$ cat config.mk
export PLATFORM = sky130hd
export DESIGN_NAME = cpvc_ctrl
export DESIGN_NICKNAME = d
export VERILOG_FILES = /design/src/hdl/cpvc_pkg.sv /design/src/hdl/cpvc_ctrl.sv
export SDC_FILE = /design/constraint.sdc
export NUM_CORES = 1
export LEC_CHECK = 0
export BUFFER_PORTS_ARGS = -buffer_cell sky130_fd_sc_hd__buf_4
export CAP_MARGIN = 20
export CORE_MARGIN = 2
export CORE_UTILIZATION = 53
export CTS_BUF_LIST = sky130_fd_sc_hd__clkbuf_16
export DETAILED_ROUTE_END_ITERATION = 10
export PLACE_DENSITY = 0.85
export RECOVER_POWER = 50
export SETUP_SLACK_MARGIN = 0.4
export SLEW_MARGIN = 15
export SYNTH_ARGS = -nofsm -noshare
export SYNTH_HDL_FRONTEND = slang
export SYNTH_SLANG_ARGS = --single-unit
$ cat constraint.sdc
create_clock -name clk -period 2.2 [get_ports clk]
set_input_delay 0.33 -clock clk [delete_from_list [all_inputs] [get_ports clk]]
set_output_delay 0.33 -clock clk [all_outputs]
set_load 0.01 [all_outputs]
$ cat src/hdl/cpvc_pkg.sv
// Shared types, operation codes and helper functions for the cascaded position controller.
package cpvc_pkg;

    localparam int FRAC_BITS = 16;

    typedef struct packed {
        logic [16:0] filter_alpha;
        logic [30:0] pos_gain_xy;
        logic [30:0] pos_gain_z;
        logic [30:0] vel_gain_xy;
        logic [30:0] vel_gain_z;
        logic [30:0] descent_limit;
        logic [30:0] ascent_limit;
        logic [30:0] lateral_accel_limit;
    } cfg_t;

    typedef logic [3:0] op_t;

    localparam op_t OP_NOP  = 4'd0;
    localparam op_t OP_FA   = 4'd1;
    localparam op_t OP_FB   = 4'd2;
    localparam op_t OP_PV   = 4'd3;
    localparam op_t OP_VE   = 4'd4;
    localparam op_t OP_AC   = 4'd5;
    localparam op_t OP_SQ   = 4'd6;
    localparam op_t OP_LL   = 4'd7;
    localparam op_t OP_SQRT = 4'd8;
    localparam op_t OP_MX   = 4'd9;

    localparam logic [1:0] AXIS_X = 2'd0;
    localparam logic [1:0] AXIS_Y = 2'd1;
    localparam logic [1:0] AXIS_Z = 2'd2;

    typedef struct packed {
        logic       load;
        op_t        op;
        logic [1:0] axis;
        logic       emit;
    } cmd_t;

    typedef struct packed {
        logic over;
        logic sqrt_done;
        logic div_done;
    } stat_t;

    function automatic logic signed [65:0] sx66(input logic signed [31:0] v);
        sx66 = {{34{v[31]}}, v};
    endfunction

    function automatic logic signed [31:0] sat66(input logic signed [65:0] v);
        if (v > 66'sd2147483647)
            sat66 = 32'sh7fff_ffff;
        else if (v < -66'sd2147483648)
            sat66 = 32'sh8000_0000;
        else
            sat66 = v[31:0];
    endfunction

endpackage

$ cat src/hdl/cpvc_ctrl.sv
// Controller: sequences the datapath operations and runs the stream handshakes.
module cpvc_ctrl
    import cpvc_pkg::*;
(
    input  logic  clk,
    input  logic  rst_n,
    input  logic  in_valid,
    output logic  in_ready,
    output logic  out_valid,
    input  logic  out_ready,
    input  stat_t stat,
    output cmd_t  cmd
);

    localparam logic [2:0] S_IDLE  = 3'd0;
    localparam logic [2:0] S_RUN   = 3'd1;
    localparam logic [2:0] S_WAIT  = 3'd2;
    localparam logic [2:0] S_CHECK = 3'd3;
    localparam logic [2:0] S_SQW   = 3'd4;
    localparam logic [2:0] S_DIVW  = 3'd5;
    localparam logic [2:0] S_DONE  = 3'd6;

    localparam logic [4:0] LAST_STEP = 5'd17;

    logic [2:0] state_reg, state_next;
    logic [4:0] step_reg, step_next;
    logic       dax_reg, dax_next;
    logic       out_valid_reg, out_valid_next;
    op_t        prog_op;
    logic [1:0] prog_axis;

    always_comb
    begin
        prog_op   = OP_NOP;
        prog_axis = AXIS_X;
        if (step_reg < 5'd6)
        begin
            prog_op   = step_reg[0] ? OP_FB : OP_FA;
            prog_axis = step_reg[2:1];
        end
        else if (step_reg < 5'd9)
        begin
            prog_op   = OP_PV;
            prog_axis = 2'(step_reg - 5'd6);
        end
        else if (step_reg < 5'd12)
        begin
            prog_op   = OP_VE;
            prog_axis = 2'(step_reg - 5'd9);
        end
        else if (step_reg < 5'd15)
        begin
            prog_op   = OP_AC;
            prog_axis = 2'(step_reg - 5'd12);
        end
        else if (step_reg < LAST_STEP)
        begin
            prog_op   = OP_SQ;
            prog_axis = 2'(step_reg - 5'd15);
        end
        else
        begin
            prog_op   = OP_LL;
            prog_axis = AXIS_X;
        end
    end

    always_comb
    begin
        state_next     = state_reg;
        step_next      = step_reg;
        dax_next       = dax_reg;
        out_valid_next = out_valid_reg;
        cmd            = '{load: 1'b0, op: OP_NOP, axis: AXIS_X, emit: 1'b0};
        if (out_ready)
            out_valid_next = 1'b0;
        unique case (state_reg)
            S_IDLE:
            begin
                if (in_valid)
                begin
                    cmd.load   = 1'b1;
                    step_next  = 5'd0;
                    state_next = S_RUN;
                end
            end
            S_RUN:
            begin
                cmd.op    = prog_op;
                cmd.axis  = prog_axis;
                step_next = step_reg + 5'd1;
                if (step_reg == LAST_STEP)
                    state_next = S_WAIT;
            end
            S_WAIT:
            begin
                state_next = S_CHECK;
            end
            S_CHECK:
            begin
                if (stat.over)
                begin
                    cmd.op     = OP_SQRT;
                    state_next = S_SQW;
                end
                else
                    state_next = S_DONE;
            end
            S_SQW:
            begin
                if (stat.sqrt_done)
                begin
                    cmd.op     = OP_MX;
                    cmd.axis   = AXIS_X;
                    dax_next   = 1'b0;
                    state_next = S_DIVW;
                end
            end
            S_DIVW:
            begin
                if (stat.div_done)
                begin
                    if (!dax_reg)
                    begin
                        cmd.op   = OP_MX;
                        cmd.axis = AXIS_Y;
                        dax_next = 1'b1;
                    end
                    else
                        state_next = S_DONE;
                end
            end
            S_DONE:
            begin
                if (!out_valid_reg || out_ready)
                begin
                    cmd.emit       = 1'b1;
                    out_valid_next = 1'b1;
                    state_next     = S_IDLE;
                end
            end
            default:
            begin
                state_next = S_IDLE;
            end
        endcase
    end

    always_ff @(posedge clk or negedge rst_n)
    begin
        if (!rst_n)
        begin
            state_reg     <= S_IDLE;
            step_reg      <= 5'd0;
            dax_reg       <= 1'b0;
            out_valid_reg <= 1'b0;
        end
        else
        begin
            state_reg     <= state_next;
            step_reg      <= step_next;
            dax_reg       <= dax_next;
            out_valid_reg <= out_valid_next;
        end
    end

    assign in_ready  = (state_reg == S_IDLE);
    assign out_valid = out_valid_reg;

    a_accept_runs: assert property (@(posedge clk) disable iff (!rst_n)
        (in_valid && in_ready) |=> (state_reg == S_RUN && step_reg == 5'd0))
        else $error("accepted word did not start the sequence");

    a_sqrt_needs_over: assert property (@(posedge clk) disable iff (!rst_n)
        (state_reg == S_SQW) |-> stat.over)
        else $error("square root running without tilt limit exceeded");

    a_emit_from_done: assert property (@(posedge clk) disable iff (!rst_n)
        $rose(out_valid_reg) |-> $past(state_reg == S_DONE))
        else $error("result presented outside the completion state");

endmodule

==> key figures <==
Outcome
  • Outcome: complete, no violations

Drt
  • Final antenna-violating net count: 0
  • # DRC: 0
  • Wire per inst: 15.6 um
  • Iter 0 DRT Violations: 15
  • Vias per inst: 6.18
  • DR pass1 iterations: 4
  • DR vias: 909
  • Routed wire length: 2300 um

Yosys
  • Adder-cell area share of the yosys netlist: approximately 3.0%
  • Mean area per synthesized cell: 7.61 um2
  • Number of distinct library cells after synthesis: 31
  • Syn Nets: 118
  • Share of flip-flops with an asynchronous set or reset: 100%
  • Mapped Area: 830 um2
  • Post-Synth XOR/XNOR Area: 0%
  • Mux contribution to synthesized area: 0%
  • Synth Area in Compound Gates: 30.8%
  • Synth Flop Type: dfrtp_1
  • Number of synthesized flops with an enable pin: 0
  • Seq/Total Area, Yosys: 30.2%
  • Post-synthesis simple-gate area fraction: 27.6%
  • Synth Register Bits: 10
  • Main combinational cell family by area after synthesis: compound AO/OA/AOI/OAI gates
  • Ys Warns: 0
  • Post-Synthesis Cells: 109

GRT
  • Largest net degree at the start of global routing: 17
  • Initial antenna violation count: 0
  • Grt ovf: 0
  • Vias in the first global route: 863
  • GRT Total Usage: 28.1%
  • First-pass GRT wire length: 3960 um

Placement
  • Inst Count DP: 135
  • HPWL Detailed: about 1500 um
  • GPL Wtd Cong: 0.833
  • IO buf count: 16

Setup path
  • CP max FO: 12
  • CP Launch Type: flop
  • Critical Path Max Stage Delay: between 0.3 and 0.4 ns
  • Worst EP arrival: 1.67 ns
  • CP cell instances: clkbuf_1 -> nand2b_1 -> a2111oi_4 -> buf_4
  • Crit-path leading delay family: buffers and inverters
  • WS Path Type: flop to output port
  • Slowest-stage cell, CP: dfrtp_1
  • Crit path buf inv count: 2
  • Worst Path Required: about 1.9 ns
  • R2R Setup Slk: approximately 0.52 ns
  • Worst R2R Start: state_reg[1]
  • R2R depth: 5
  • Worst r2r dst: state_reg[0]
  • Crit end category: output port

Pwr
  • Power per standard cell area: between 1000 and 1500 nW/um2
  • Psw: 0.704 mW
  • Share of total power in the clock network: 19.7%
  • Gate power share: 61.1%
  • Maximum vdd drop: 0.00105 V
  • Switching share of power: between 40% and 50%
  • Int Pwr: 0.947 mW
  • Reg power frac: 19.2%
  • LEAKAGE: between 0.4 and 0.5 nW

Hold path
  • Hold Crit Endpoint: dax_reg
  • Min-Delay Path Class: input pin to flop
  • Hold path start: stat[0]
  • Hold-critical path depth: 3

Clocking
  • Clock sinks: 10
  • Longest Clk Path Bufs: 2
  • Worst skew pair latency: between 0.2 and 0.25 ns
  • TritonCTS buffer count: 3
  • Root buf cell: clkbuf_16
  • TritonCTS clock tree: done
  • Max H-tree Level: 1
  • Clock-pin slew on the worst setup and hold paths: 0.04 ns

Final layout
  • Commonest non-fill, non-tap cells in the layout: 21 x buf_4, 13 x nor2_1, 10 x o21ai_0
  • Register area: between 200 and 300 um2
  • Nets: 141
  • Final cell count without fillers: 147
  • Area of the multi-input gates: 563 um2
  • Fill cell count: 110
  • Share of cells above drive strength 1: 32.8%
  • Area grow syn2layout: 37.9%
  • Most common cell after layout, fill and taps aside: buf_4
  • Largest register FFs: 5
  • Inserted Diodes: 0

Flow run
  • MaxCap Viol Count: 0

Floorplan
  • Chip Height: approximately 44 um
  • IO Count: 17
  • Core ar.: 1490 um2
  • Starting Density: 55.7%
  • Row Count: 14
  • Die area: 1900 um2
  • Die W: ~44 um

Timing
  • Worst Tran Pin Value: 0.573 ns
  • Rel. slew slack: 61.8%
  • Clk_skew: 0.00508 ns
  • Hold Fails Final Rpt: 0
  • Min Tclk post-route: 2.00 ns
  • Tcrit/Tclk final: between 90% and 100%
  • RSZ-0062 raised after global routing: true
  • Max Clock Freq: 500 MHz
  • Slew Limit Fails: 0
  • Setup TNS: 0 ns
  • Final setup fails: 0
## worst max-delay path by stage
stage                            start      to  slack, ns  depth (start not counted)
after detailed placement   step_reg[1]  cmd[1]       0.24                          5
after global routing      state_reg[1]  cmd[1]       0.13                          4
after floorplan            step_reg[1]  cmd[1]       0.40                          5
after global placement     step_reg[1]  cmd[1]       0.31                          5
after CTS                  step_reg[0]  cmd[1]       0.21                          5
final                     state_reg[1]  cmd[1]       0.20                          4
## power by group through the flow
| stage | Clock [mW] | Sequential (mW) | Combinational (mW) |
|---|---|---|---|
| after floorplan | 0 | 0.293 | 0.615 |
| after global placement | 0 | 0.332 | 0.769 |
| after detailed placement | 0 | 0.336 | 0.794 |
| after CTS | 0.327 | 0.313 | 0.945 |
| after global routing | 0.337 | 0.324 | 1.11 |
| final | 0.325 | 0.318 | 1.01 |
## layout make-up
type                       instances  share of cell area, %
clock buffer                       3                   6.56
clock inverter                     1                  0.328
inverter                           4                   1.31
multi-input combinational         85                   49.2
sequential                        10                   22.2
tap                               16                   1.75
timing repair buffer              28                   18.6
## synth_stat cells (3+ instances only)
master | instances | area share (%)
o21ai_0 | 14 | 8.4
nor2_1 | 14 | 6.3
o31ai_1 | 3 | 2.7
nand3_1 | 3 | 1.8
a21oi_1 | 6 | 3.6
nand2b_1 | 5 | 3.8
nand2_1 | 9 | 4.1
nor3_1 | 4 | 2.4
inv_1 | 4 | 1.8
dfrtp_1 | 10 | 30
nor2b_1 | 5 | 3.8
clkbuf_1 | 6 | 2.7
## metrics by stage
| stage | setup WS, ns | utilization, % | area [um2] | hold WS [ns] | total power, mW |
|---|---|---|---|---|---|
| after floorplan | 0.401 | - | 842 | 0.0344 | 0.908 |
| after global placement | 0.312 | 64.3 | 957 | 0.166 | 1.10 |
| after detailed placement | 0.242 | 64.3 | 957 | 0.167 | 1.13 |
| after CTS | 0.210 | 75.1 | 1120 | 0.396 | 1.59 |
| after global routing | 0.135 | 76.8 | 1140 | 0.403 | 1.77 |
| final | 0.202 | 76.8 | 1140 | 0.385 | 1.65 |
## timing repair
action | CTS | global route
resized for setup | 13 | 7
setup endpoints to repair | 6 | 7
pin swaps | 3 | 0
hold buffers | 1 | 0
hold endpoints to repair | 10 | 0
setup buffers | 4 | 3
## tightest hold or removal path, delay by kind of cell
family	cells	cell delay [ns]
buf+inv	1	0.09
simple gates	1	0.10
compound gates	1	0.05
## metal layers
layer / track usage [%] / wire, um / vias to the layer above / share of wire, %
li1: - / - / 438 / -
met3: 4.17 / 112 / 7 / 4.9
met2: 45.9 / 1120 / 38 / 49
met5: 0 / 0 / - / 0
met1: 37.0 / 1010 / 426 / 44
met4: 11.5 / 53 / 0 / 2.3
## kinds of logic after synthesis
logic type | after synthesis
and+or+nand+nor | 45
AOI/OAI and AO/OA | 38
buffers and inverters | 14
DFF | 10
adders and majority gates | 2
Note: power is estimated with default switching activity, not from simulation.
